--- src/rtl/scpg_pkg.sv ---
// ----------------------------------------------------------------------------
// scpg_pkg
// Shared types, constants and small arithmetic helpers for the shaded
// checkerboard pixel generator.
// ----------------------------------------------------------------------------
package scpg_pkg;

	localparam int REG_W   = 13;
	localparam int SIDE_W  = 10;
	localparam int FRAC_W  = 16;
	localparam int SQ_W    = 32;
	localparam int ROOT_W  = 16;
	localparam int SREM_W  = 19;
	localparam int INDEX_W = 2;

	localparam logic [INDEX_W-1:0] REG_IMAGE_WIDTH  = 2'd0;
	localparam logic [INDEX_W-1:0] REG_IMAGE_HEIGHT = 2'd1;

	localparam logic [SIDE_W-1:0] MIN_SIDE   = 10'd4;
	localparam logic [FRAC_W-1:0] HALF_Q16   = 16'h8000;
	localparam logic [16:0]       ONE_Q16    = 17'h10000;
	localparam logic [14:0]       K_POINT4   = 15'd26214;
	localparam logic [7:0]        GREY_BASE  = 8'd200;
	localparam logic [5:0]        GREY_SPAN  = 6'd55;
	localparam logic [7:0]        DARK_BASE  = 8'd40;
	localparam logic [5:0]        DARK_SPAN  = 6'd60;
	localparam logic [7:0]        RECIP_5_10 = 8'd205;

	typedef struct packed {
		logic line_end;
		logic frame_end;
	} tag_t;

	// floor(v / 5) for v below 512
	function automatic logic [7:0] div5(input logic [8:0] v);
		logic [17:0] p;
		p = 18'(v) * 18'(RECIP_5_10);
		return 8'(p >> 10);
	endfunction

	// floor(v / 10) for v below 1024
	function automatic logic [7:0] div10(input logic [9:0] v);
		logic [17:0] p;
		p = 18'(v) * 18'(RECIP_5_10);
		return 8'(p >> 11);
	endfunction

endpackage

--- src/rtl/scpg_div_cell.sv ---
// ----------------------------------------------------------------------------
// scpg_div_cell
// One restoring division step for the x and y lanes. The word shifts the
// dividend out at the top and the quotient bit in at the bottom.
// ----------------------------------------------------------------------------
module scpg_div_cell
	import scpg_pkg::*;
#(
	parameter int W = 28
) (
	input  logic              clk,
	input  logic              arst_n,
	input  logic              en,
	input  logic [SIDE_W-1:0] side,
	input  logic              in_valid,
	input  tag_t              in_tag,
	input  logic [W-1:0]      in_xw,
	input  logic [SIDE_W-1:0] in_xr,
	input  logic [W-1:0]      in_yw,
	input  logic [SIDE_W-1:0] in_yr,
	output logic              out_valid,
	output tag_t              out_tag,
	output logic [W-1:0]      out_xw,
	output logic [SIDE_W-1:0] out_xr,
	output logic [W-1:0]      out_yw,
	output logic [SIDE_W-1:0] out_yr
);

	logic              valid_q;
	tag_t              tag_q;
	logic [W-1:0]      xw_q, yw_q;
	logic [SIDE_W-1:0] xr_q, yr_q;
	logic [SIDE_W:0]   xt, yt, xd, yd, sd;
	logic              xge, yge;

	always_comb begin
		sd  = {1'b0, side};
		xt  = {in_xr, in_xw[W-1]};
		yt  = {in_yr, in_yw[W-1]};
		xge = xt >= sd;
		yge = yt >= sd;
		xd  = xge ? xt - sd : xt;
		yd  = yge ? yt - sd : yt;
	end

	always_ff @(posedge clk or negedge arst_n) begin
		if (!arst_n) begin
			valid_q <= 1'b0;
		end else if (en) begin
			valid_q <= in_valid;
		end
	end

	always_ff @(posedge clk) begin
		if (en) begin
			tag_q <= in_tag;
			xr_q  <= xd[SIDE_W-1:0];
			yr_q  <= yd[SIDE_W-1:0];
			xw_q  <= {in_xw[W-2:0], xge};
			yw_q  <= {in_yw[W-2:0], yge};
		end
	end

	assign out_valid = valid_q;
	assign out_tag   = tag_q;
	assign out_xw    = xw_q;
	assign out_xr    = xr_q;
	assign out_yw    = yw_q;
	assign out_yr    = yr_q;

endmodule

--- src/rtl/scpg_sqrt_cell.sv ---
// ----------------------------------------------------------------------------
// scpg_sqrt_cell
// One digit step of the integer square root: brings down two radicand bits
// and settles one root bit.
// ----------------------------------------------------------------------------
module scpg_sqrt_cell
	import scpg_pkg::*;
(
	input  logic              clk,
	input  logic              arst_n,
	input  logic              en,
	input  logic              in_valid,
	input  tag_t              in_tag,
	input  logic              in_light,
	input  logic [SQ_W-1:0]   in_rad,
	input  logic [SREM_W-1:0] in_rem,
	input  logic [ROOT_W-1:0] in_root,
	output logic              out_valid,
	output tag_t              out_tag,
	output logic              out_light,
	output logic [SQ_W-1:0]   out_rad,
	output logic [SREM_W-1:0] out_rem,
	output logic [ROOT_W-1:0] out_root
);

	logic              valid_q;
	tag_t              tag_q;
	logic              light_q;
	logic [SQ_W-1:0]   rad_q;
	logic [SREM_W-1:0] rem_q;
	logic [ROOT_W-1:0] root_q;
	logic [SREM_W-1:0] cur, trial;
	logic              ge;

	always_comb begin
		cur   = {in_rem[SREM_W-3:0], in_rad[SQ_W-1 -: 2]};
		trial = SREM_W'({in_root, 2'b01});
		ge    = cur >= trial;
	end

	always_ff @(posedge clk or negedge arst_n) begin
		if (!arst_n) begin
			valid_q <= 1'b0;
		end else if (en) begin
			valid_q <= in_valid;
		end
	end

	always_ff @(posedge clk) begin
		if (en) begin
			tag_q   <= in_tag;
			light_q <= in_light;
			rad_q   <= {in_rad[SQ_W-3:0], 2'b00};
			rem_q   <= ge ? cur - trial : cur;
			root_q  <= {in_root[ROOT_W-2:0], ge};
		end
	end

	assign out_valid = valid_q;
	assign out_tag   = tag_q;
	assign out_light = light_q;
	assign out_rad   = rad_q;
	assign out_rem   = rem_q;
	assign out_root  = root_q;

endmodule

--- src/rtl/shaded_checkerboard_pixel_gen_core.sv ---
// ----------------------------------------------------------------------------
// shaded_checkerboard_pixel_gen_core
// Shaded checkerboard test pattern: coordinate in, RGB plus line/frame end out.
// ----------------------------------------------------------------------------
// channel  | handshake            | payload
// in       | in_valid / in_ready  | pix_x, pix_y
// out      | out_valid / out_ready| red, green, blue, line_end, frame_end
// cfg      | cfg_we               | cfg_index, cfg_data
//
// Pipeline: COORD_BITS+16 divider cells, three distance stages, 16 root
// cells and two shading stages; one transaction per cycle unless a stalled
// output holds the whole pipeline; in_ready follows that stall.
// Reset clears the stage valids and loads width and height of 256.
// ----------------------------------------------------------------------------
module shaded_checkerboard_pixel_gen_core
	import scpg_pkg::*;
#(
	parameter int COORD_BITS = 12
) (
	input  logic                  clk,
	input  logic                  arst_n,
	input  logic                  in_valid,
	output logic                  in_ready,
	input  logic [COORD_BITS-1:0] pix_x,
	input  logic [COORD_BITS-1:0] pix_y,
	output logic                  out_valid,
	input  logic                  out_ready,
	output logic [7:0]            red,
	output logic [7:0]            green,
	output logic [7:0]            blue,
	output logic                  line_end,
	output logic                  frame_end,
	input  logic                  cfg_we,
	input  logic [INDEX_W-1:0]    cfg_index,
	input  logic [REG_W-1:0]      cfg_data
);

	localparam int DIV_W = COORD_BITS + FRAC_W;

	logic [REG_W-1:0]  width_q, height_q;
	logic [SIDE_W-1:0] side;
	logic              en;
	tag_t              in_tag;
	logic [16:0]       x_ext, y_ext, w_m1, h_m1;

	// config
	always_ff @(posedge clk or negedge arst_n) begin
		if (!arst_n) begin
			width_q  <= 13'd256;
			height_q <= 13'd256;
		end else if (cfg_we) begin
			unique case (cfg_index)
				REG_IMAGE_WIDTH:  width_q  <= cfg_data;
				REG_IMAGE_HEIGHT: height_q <= cfg_data;
				default: ;
			endcase
		end
	end

	always_comb begin
		side  = (width_q[REG_W-1:3] < MIN_SIDE) ? MIN_SIDE : width_q[REG_W-1:3];
		x_ext = 17'(pix_x);
		y_ext = 17'(pix_y);
		w_m1  = 17'(width_q) - 17'd1;
		h_m1  = 17'(height_q) - 17'd1;
		in_tag.line_end  = (width_q != '0) && (x_ext == w_m1);
		in_tag.frame_end = in_tag.line_end && (height_q != '0) && (y_ext == h_m1);
	end

	assign en       = !out_valid || out_ready;
	assign in_ready = en;

	// divider chain: quotient of (coord << 16) / side
	logic              dv [0:DIV_W];
	tag_t              dt [0:DIV_W];
	logic [DIV_W-1:0]  dxw [0:DIV_W];
	logic [DIV_W-1:0]  dyw [0:DIV_W];
	logic [SIDE_W-1:0] dxr [0:DIV_W];
	logic [SIDE_W-1:0] dyr [0:DIV_W];

	assign dv[0]  = in_valid;
	assign dt[0]  = in_tag;
	assign dxw[0] = {pix_x, {FRAC_W{1'b0}}};
	assign dyw[0] = {pix_y, {FRAC_W{1'b0}}};
	assign dxr[0] = '0;
	assign dyr[0] = '0;

	for (genvar i = 0; i < DIV_W; i++) begin : g_div
		scpg_div_cell #(.W(DIV_W)) u_cell (
			.clk(clk), .arst_n(arst_n), .en(en), .side(side),
			.in_valid(dv[i]), .in_tag(dt[i]),
			.in_xw(dxw[i]), .in_xr(dxr[i]), .in_yw(dyw[i]), .in_yr(dyr[i]),
			.out_valid(dv[i+1]), .out_tag(dt[i+1]),
			.out_xw(dxw[i+1]), .out_xr(dxr[i+1]), .out_yw(dyw[i+1]), .out_yr(dyr[i+1])
		);
	end

	// centre offsets, squares, sum
	logic [FRAC_W-1:0] nx, ny;
	logic              v_s1, v_s2, v_s3;
	tag_t              t_s1, t_s2, t_s3;
	logic              l_s1, l_s2, l_s3;
	logic [FRAC_W-1:0] ax_s1, ay_s1;
	logic [SQ_W-1:0]   xx_s2, yy_s2, sq_s3;

	assign nx = dxw[DIV_W][FRAC_W-1:0];
	assign ny = dyw[DIV_W][FRAC_W-1:0];

	always_ff @(posedge clk or negedge arst_n) begin
		if (!arst_n) begin
			v_s1 <= 1'b0;
			v_s2 <= 1'b0;
			v_s3 <= 1'b0;
		end else if (en) begin
			v_s1 <= dv[DIV_W];
			v_s2 <= v_s1;
			v_s3 <= v_s2;
		end
	end

	always_ff @(posedge clk) begin
		if (en) begin
			t_s1  <= dt[DIV_W];
			l_s1  <= !(dxw[DIV_W][FRAC_W] ^ dyw[DIV_W][FRAC_W]);
			ax_s1 <= (nx >= HALF_Q16) ? nx - HALF_Q16 : HALF_Q16 - nx;
			ay_s1 <= (ny >= HALF_Q16) ? ny - HALF_Q16 : HALF_Q16 - ny;
			t_s2  <= t_s1;
			l_s2  <= l_s1;
			xx_s2 <= SQ_W'(ax_s1) * SQ_W'(ax_s1);
			yy_s2 <= SQ_W'(ay_s1) * SQ_W'(ay_s1);
			t_s3  <= t_s2;
			l_s3  <= l_s2;
			sq_s3 <= xx_s2 + yy_s2;
		end
	end

	// root chain
	logic              rv [0:ROOT_W];
	tag_t              rt [0:ROOT_W];
	logic              rl [0:ROOT_W];
	logic [SQ_W-1:0]   rrad [0:ROOT_W];
	logic [SREM_W-1:0] rrem [0:ROOT_W];
	logic [ROOT_W-1:0] rroot [0:ROOT_W];

	assign rv[0]    = v_s3;
	assign rt[0]    = t_s3;
	assign rl[0]    = l_s3;
	assign rrad[0]  = sq_s3;
	assign rrem[0]  = '0;
	assign rroot[0] = '0;

	for (genvar j = 0; j < ROOT_W; j++) begin : g_root
		scpg_sqrt_cell u_cell (
			.clk(clk), .arst_n(arst_n), .en(en),
			.in_valid(rv[j]), .in_tag(rt[j]), .in_light(rl[j]),
			.in_rad(rrad[j]), .in_rem(rrem[j]), .in_root(rroot[j]),
			.out_valid(rv[j+1]), .out_tag(rt[j+1]), .out_light(rl[j+1]),
			.out_rad(rrad[j+1]), .out_rem(rrem[j+1]), .out_root(rroot[j+1])
		);
	end

	// shading
	logic              v_s4, v_s5;
	tag_t              t_s4, t_s5;
	logic              l_s4, l_s5;
	logic [14:0]       prod_s4;
	logic [5:0]        dm_s4;
	logic [30:0]       prod_full;
	logic [21:0]       dm_full;
	logic [22:0]       grey_full;
	logic [16:0]       grd;
	logic [7:0]        grey, base;
	logic [7:0]        r_s5, g_s5, b_s5;

	assign prod_full = 31'(rroot[ROOT_W]) * 31'(K_POINT4);
	assign dm_full   = 22'(rroot[ROOT_W]) * 22'(DARK_SPAN);

	always_comb begin
		grd       = ONE_Q16 - 17'(prod_s4);
		grey_full = 23'(grd) * 23'(GREY_SPAN);
		grey      = GREY_BASE + 8'(grey_full >> 16);
		base      = DARK_BASE + 8'(dm_s4);
	end

	always_ff @(posedge clk or negedge arst_n) begin
		if (!arst_n) begin
			v_s4 <= 1'b0;
			v_s5 <= 1'b0;
		end else if (en) begin
			v_s4 <= rv[ROOT_W];
			v_s5 <= v_s4;
		end
	end

	always_ff @(posedge clk) begin
		if (en) begin
			t_s4    <= rt[ROOT_W];
			l_s4    <= rl[ROOT_W];
			prod_s4 <= prod_full[30:16];
			dm_s4   <= dm_full[21:16];
			t_s5    <= t_s4;
			l_s5    <= l_s4;
			r_s5    <= l_s4 ? grey : div5(9'({base, 2'b00}));
			g_s5    <= l_s4 ? grey : div10(10'(base) * 10'd9);
			b_s5    <= l_s4 ? grey : base;
		end
	end

	assign out_valid = v_s5;
	assign red       = r_s5;
	assign green     = g_s5;
	assign blue      = b_s5;
	assign line_end  = t_s5.line_end;
	assign frame_end = t_s5.frame_end;

	a_light_grey: assert property (@(posedge clk) disable iff (!arst_n)
		out_valid && l_s5 |-> red == green && green == blue && red >= GREY_BASE)
		else $error("light square not grey");
	a_dark_order: assert property (@(posedge clk) disable iff (!arst_n)
		out_valid && !l_s5 |-> red <= green && green <= blue)
		else $error("dark square channel order");
	a_frame_line: assert property (@(posedge clk) disable iff (!arst_n)
		out_valid && frame_end |-> line_end)
		else $error("frame end without line end");
	a_hold: assert property (@(posedge clk) disable iff (!arst_n)
		out_valid && !out_ready |=> out_valid && $stable(r_s5) && $stable(t_s5))
		else $error("stalled result changed");

endmodule
--- config.mk ---
export PLATFORM = sky130hd
export DESIGN_NAME = shaded_checkerboard_pixel_gen_core
export DESIGN_NICKNAME = d
export VERILOG_FILES = /design/src/rtl/scpg_pkg.sv /design/src/rtl/scpg_div_cell.sv /design/src/rtl/scpg_sqrt_cell.sv /design/src/rtl/shaded_checkerboard_pixel_gen_core.sv
export SDC_FILE = /design/constraint.sdc
export NUM_CORES = 2
export LEC_CHECK = 0
export ABC_AREA = 1
export BUFFER_PORTS_ARGS = -buffer_cell sky130_fd_sc_hd__buf_4
export CAP_MARGIN = 20
export CORE_MARGIN = 2
export CORE_UTILIZATION = 60
export CTS_BUF_LIST = sky130_fd_sc_hd__clkbuf_4 sky130_fd_sc_hd__clkbuf_8
export CTS_CLUSTER_DIAMETER = 80
export DETAILED_ROUTE_END_ITERATION = 8
export PLACE_DENSITY = 0.79
export SKIP_CTS_REPAIR_TIMING = 1
export SYNTH_ARGS = -nofsm -noshare
export SYNTH_HDL_FRONTEND = slang
export SYNTH_SLANG_ARGS = --single-unit
--- constraint.sdc ---
create_clock -name clk -period 106.4 [get_ports clk]
set_input_delay 5.32 -clock clk [delete_from_list [all_inputs] [get_ports clk]]
set_output_delay 5.32 -clock clk [all_outputs]
set_load 0.03 [all_outputs]
### Word-level counts from Yosys, hierarchy flattened

Index checks and enable logic that the tools add are counted.

* input port bits: 44
* output and inout port bits: 28
* register bits after elaboration: 2092

* reductions and logical operators: 11
* $lt $le $gt $ge: 75
* bitwise logic cells: 1
* $add $sub $neg: 79
* $mul: 8
* mux-type cells: 75
* eq/ne operators: 3

Operators with widths (number)
* greater-or-equal comparator 11 x 10 -> 1 bit: 54
* 2-to-1 mux 10 bit: 53
* subtractor 10 bit: 52
* 2-to-1 mux 17 bit: 14
* multiplier 16 x 16 -> 32 bit: 2
* == test 12 x 17 -> 1 bit: 2
* adder 32 bit: 1
* greater-or-equal comparator 16 bit, second input constant: 2
* 2-to-1 mux 16 bit: 2
* subtractor 16 bit, first input constant: 2
* subtractor 16 bit, second input constant: 2
* multiplier 16 x 14 -> 30 bit, second input constant: 1
* subtractor 13 x 1 -> 14 bit, second input constant: 2
* nonzero test 13 bit: 2
* multiplier 17 x 6 -> 23 bit, second input constant: 1
* greater-or-equal comparator 1 x 10 -> 1 bit: 2
* multiplier 16 x 4 -> 20 bit, second input constant: 1
* subtractor 1 x 10 -> 10 bit: 2
* greater-or-equal comparator 19 x 10 -> 1 bit: 1
* greater-or-equal comparator 19 x 11 -> 1 bit: 1
* greater-or-equal comparator 19 x 12 -> 1 bit: 1
* greater-or-equal comparator 19 x 13 -> 1 bit: 1
* greater-or-equal comparator 19 x 14 -> 1 bit: 1
* greater-or-equal comparator 19 x 15 -> 1 bit: 1
* 43 further kinds: 49

### Logic depth before layout (Yosys ltp)

* word-level depth: 5
* mapped depth: 34
* depth with buffers taken out: 34

### By module

From an unflattened synthesis, not the netlist that was laid out.

* cell total of the unflattened synthesis: 19999
* area total of the unflattened synthesis: 203044.7 um^2

Modules (own cells, without submodules)
* scpg_div_cell at g_div[15].u_cell ...: cells each 348, instances 22, area each 3892.5 um^2
* scpg_sqrt_cell: cells each 383, instances 16, area each 3643.5 um^2
* shaded_checkerboard_pixel_gen_core: cells each 4127, instances 1, area each 35826.9 um^2
* scpg_div_cell at g_div[0].u_cell ...: cells each 348, instances 6, area each 3881.2 um^2

### Least setup slack after synthesis

Ideal clock, no wire load.

* kind: input to output
* from: in out_ready
* to: out in_ready
* data required time: 101080 ps
* cell stages on the path: 3
* setup slack: 44730 ps
* arrival time: 56350 ps
* cells stage by stage: inv_1 > nand2_1 > clkbuf_1

* cells in the longest elaborated chain, start to end: 1

Ends and longest elaborated chain
* start, declared: line shaded_checkerboard_pixel_gen_core.sv:27 `input logic out_ready,`
* logical OR 1 bit: line shaded_checkerboard_pixel_gen_core.sv:70 `assign en = !out_valid || out_ready;`
* end, declared: line shaded_checkerboard_pixel_gen_core.sv:23 `output logic in_ready,`

Every way passes these cells.

### Worst setup path after layout

Same ends and word-level chain as after synthesis.

==> metrics.md <==
| Metric | Value |
|---|---|
| DR vias | `85.1k` |
| Capture endpoint of the worst hold path | `g_root[12].u_cell.out_rad[31]` |
| Number of cells produced by synthesis | `12.0k` |
| Area delta synth->final | `8.14%` |
| Top flip-flop cell by instance count after synthesis | `edfxtp_1` |
| Sequential area share after synthesis | `46.6%` |
| Area of the core | `207000 um2` |
| Placed standard-cell area | `129000 um2` |
| Total wire length | `256000 um` |
| Global-route wire length before repair | `420000 um` |
| CTS root buffer | `clkbuf_8` |
| Reg-to-reg critical path startpoint | `ay_s1[4]` |
| HPWL after detailed placement | `185000 um` |
| Hold Path Depth | `0` |
| Worst-margin pin slew | `1.10 ns` |
| Number of buffer cells added on primary ports | `71` |
| Overall Global Routing Usage | `24.2%` |
| Layout Cell Area excl Fill | `135000 um2` |
| Core Rows | `167` |
| Layout cell share with drive strength beyond 1 | `7.02%` |
| 1st-pass router iterations | `6` |
| CTS clk-pin slew, worst paths | `0.06 ns` |
| Final Max Tran Viols | `0` |
| Number of endpoints failing setup at the final stage | `0` |
| Final hold violations | `0` |
| Register-to-Register Setup Slack | `99.78 ns` |
| Number of H-tree levels | `5` |
| Number of top-level pins | `72` |
| Number of antenna violations at the first check in global routing | `2` |
| Post-synthesis cell area | `125000 um2` |
| CTS tree | `built` |
| Largest net degree at the start of global routing | `198` |
| Die footprint | `212000 um2` |
| Worst-case headroom to the max-slew limit | `26.6%` |
| Final TNS setup | `0 ns` |
| Number of maximum-capacitance violations | `0` |
| Last weighted congestion value of the routability-driven placer | `0.919` |
| Unrepaired setup endpoints after global routing | `false` |
| Async S/R FF share, synth | `3.84%` |
| Worst-Skew Late Latency | `1.06 ns` |
| Initial cell density of the core | `60.4%` |
| Via count of the first global-routing pass | `86.9k` |
| Overall die width | `461 um` |
| Mean area per synthesized cell | `10.4 um2` |
| Post-route DRC | `0` |
| Multi-input combinational cell area | `59100 um2` |
| Required time reported for the critical path endpoint | `101.08 ns` |
| Result of the run | `finished, final reports clean` |
| Worst r2r dst | `yy_s2[30]` |
| Fillcell total | `15.7k` |
| Routed length per instance | `16.7 um` |
| Element type at the critical path start | `input pin` |
| Data arrival time of the critical path | `6.36 ns` |
| Number of CTS-inserted buffers | `336` |
| Die boundary height | `461 um` |
| Path depth of the worst reg2reg path | `17` |
| Critical path class | `input pin to primary output` |
| Synth warn | `0` |
| Storage cell area | `58300 um2` |
| DRT iter0 DRCs | `5677` |
| Crit. End Element | `primary output` |
| Final antenna-violating net count | `0` |
| Post-synth EDFFs | `1878` |
| Register bit count reported by yosys | `1953` |
| Post-route clock skew | `0.112 ns` |
| Vias per inst | `5.54` |
| Critical path fanouts, max | `51` |
| Origin of the worst min-delay path | `g_root[11].u_cell.out_rad[29]` |
| Overflow left after global routing | `0` |
| Peak clock frequency supported by timing | `85.6 MHz` |
| Maximum count of clock buffers along a single path | `4` |
| Post-layout net count | `14.1k` |
| Synth cell types | `66` |
| Clock period minus final worst setup slack | `11.68 ns` |
| Share of the cycle needed by the critical path after routing | `11.0%` |
| Type of the most critical hold path | `flop to flop` |
| Number of sinks handled by clock tree synthesis | `1953` |
[metrics by stage]
step	util (%)	worst slack, ns	std cells	hold slack, ns
2_1_floorplan	-	44.73	12100	0.400
3_3_place_gp	62.1	94.70	14800	0.400
3_5_place_dp	62.1	94.67	14800	0.405
4_1_cts	65.3	94.67	15400	0.344
5_1_grt	65.3	94.64	15400	0.363
6_report	65.3	94.72	15400	0.349
[metal layers]
metal,up-vias,GRT usage [%],share of wire (%)
met2,2291,42.9,51
met1,40700,29.4,40
met4,0,10.6,4.2
met3,713,3.42,4.6
li1,41400,-,-
met5,-,0,0
[synthesized netlist by cell type (57+ instances only)]
library cell,number,area [um2]
nand2_1,2003,7520
edfxtp_1,1878,56400
inv_1,1836,6890
ha_1,1200,15000
a21oi_1,858,4290
nor2_1,788,2960
o21ai_0,575,2880
fa_1,541,10800
xor2_1,427,3740
xnor2_1,314,2750
nand3_1,290,1450
nor3_1,155,776
nand4_1,135,845
a21o_1,97,728
clkbuf_1,94,353
dfrtp_1,73,1830
o21bai_1,65,488
o21ai_1,57,285
[cell usage in the layout (no fill, tap or decap), types with 22 or more instances in the layout]
| cell type | Yosys | routed |
|---|---|---|
| nand2_1 | 2003 | 2002 |
| edfxtp_1 | 1878 | 1878 |
| inv_1 | 1836 | 1828 |
| ha_1 | 1200 | 1200 |
| a21oi_1 | 858 | 858 |
| nor2_1 | 788 | 786 |
| o21ai_0 | 575 | 575 |
| fa_1 | 541 | 541 |
| xor2_1 | 427 | 427 |
| clkbuf_8 | 0 | 343 |
| xnor2_1 | 314 | 314 |
| nand3_1 | 290 | 290 |
| nor3_1 | 155 | 155 |
| nand4_1 | 135 | 135 |
| buf_4 | 38 | 109 |
| a21o_1 | 97 | 97 |
| clkbuf_4 | 0 | 93 |
| dfrtp_1 | 73 | 73 |
| clkinv_1 | 1 | 70 |
| o21bai_1 | 65 | 65 |
| o21ai_1 | 57 | 57 |
| mux2_2 | 45 | 45 |
| clkinv_2 | 0 | 45 |
| a211oi_1 | 40 | 40 |
| or2_2 | 36 | 36 |
| a31oi_1 | 33 | 33 |
| nor4_1 | 30 | 30 |
| a21boi_0 | 29 | 29 |
| a21oi_2 | 29 | 29 |
| nand3b_1 | 27 | 27 |
| inv_2 | 17 | 24 |
| nand3_2 | 22 | 22 |
| a2111oi_0 | 22 | 22 |
[sequential cells by signal, indices dropped and copies added, names as in the netlist, 31 cells and up]
| name | flops |
|---|---|
| g_div.u_cell.out_xr | 270 |
| g_div.u_cell.out_yr | 270 |
| g_root.u_cell.out_rad | 240 |
| g_root.u_cell.out_rem | 237 |
| g_div.u_cell.out_xw | 219 |
| g_div.u_cell.out_yw | 219 |
| g_root.u_cell.out_root | 136 |
| g_div.u_cell.out_tag | 56 |
| g_root.u_cell.out_tag | 32 |
| sq_s3 | 32 |
| xx_s2 | 31 |
| yy_s2 | 31 |
[worst max-delay path, cell delays in order]
cell and delay [ns]:
buf_4 0.08, inv_1 0.06, nand2_4 0.55, buf_4 0.33
[cells by family after synthesis]
logic type,synth area share [%]
xor+xnor,5.19
fa+ha+maj,20.6
flops,46.6
simple gates,11.8
compound gates,9.13
mux,0.405
other cells,0.00300
buf+inv,6.29
[worst max-delay path by stage]
| stage | from | endpoint | slack [ns] | cells past startpoint |
|---|---|---|---|---|
| finish | out_ready | in_ready | 94.72 | 4 |
| global route | out_ready | in_ready | 94.64 | 4 |
| CTS | out_ready | in_ready | 94.67 | 4 |
| detailed placement | out_ready | in_ready | 94.67 | 4 |
| global placement | out_ready | in_ready | 94.70 | 4 |
| floorplan | out_ready | in_ready | 44.73 | 3 |
[area by class of cell]
class | instances | area share [%]
Clock inverter | 152 | 0.865
Sequential cell | 1953 | 43.1
Tap cell | 2788 | 2.58
Antenna cell | 3 | 0.00555
Multi-Input combinational cell | 8070 | 43.7
Inverter | 1854 | 5.14
Clock buffer | 436 | 4.00
Timing Repair Buffer | 115 | 0.687
Power is not shown: default switching activity piles up to over one toggle a cycle in this logic, so the estimate is an artifact.
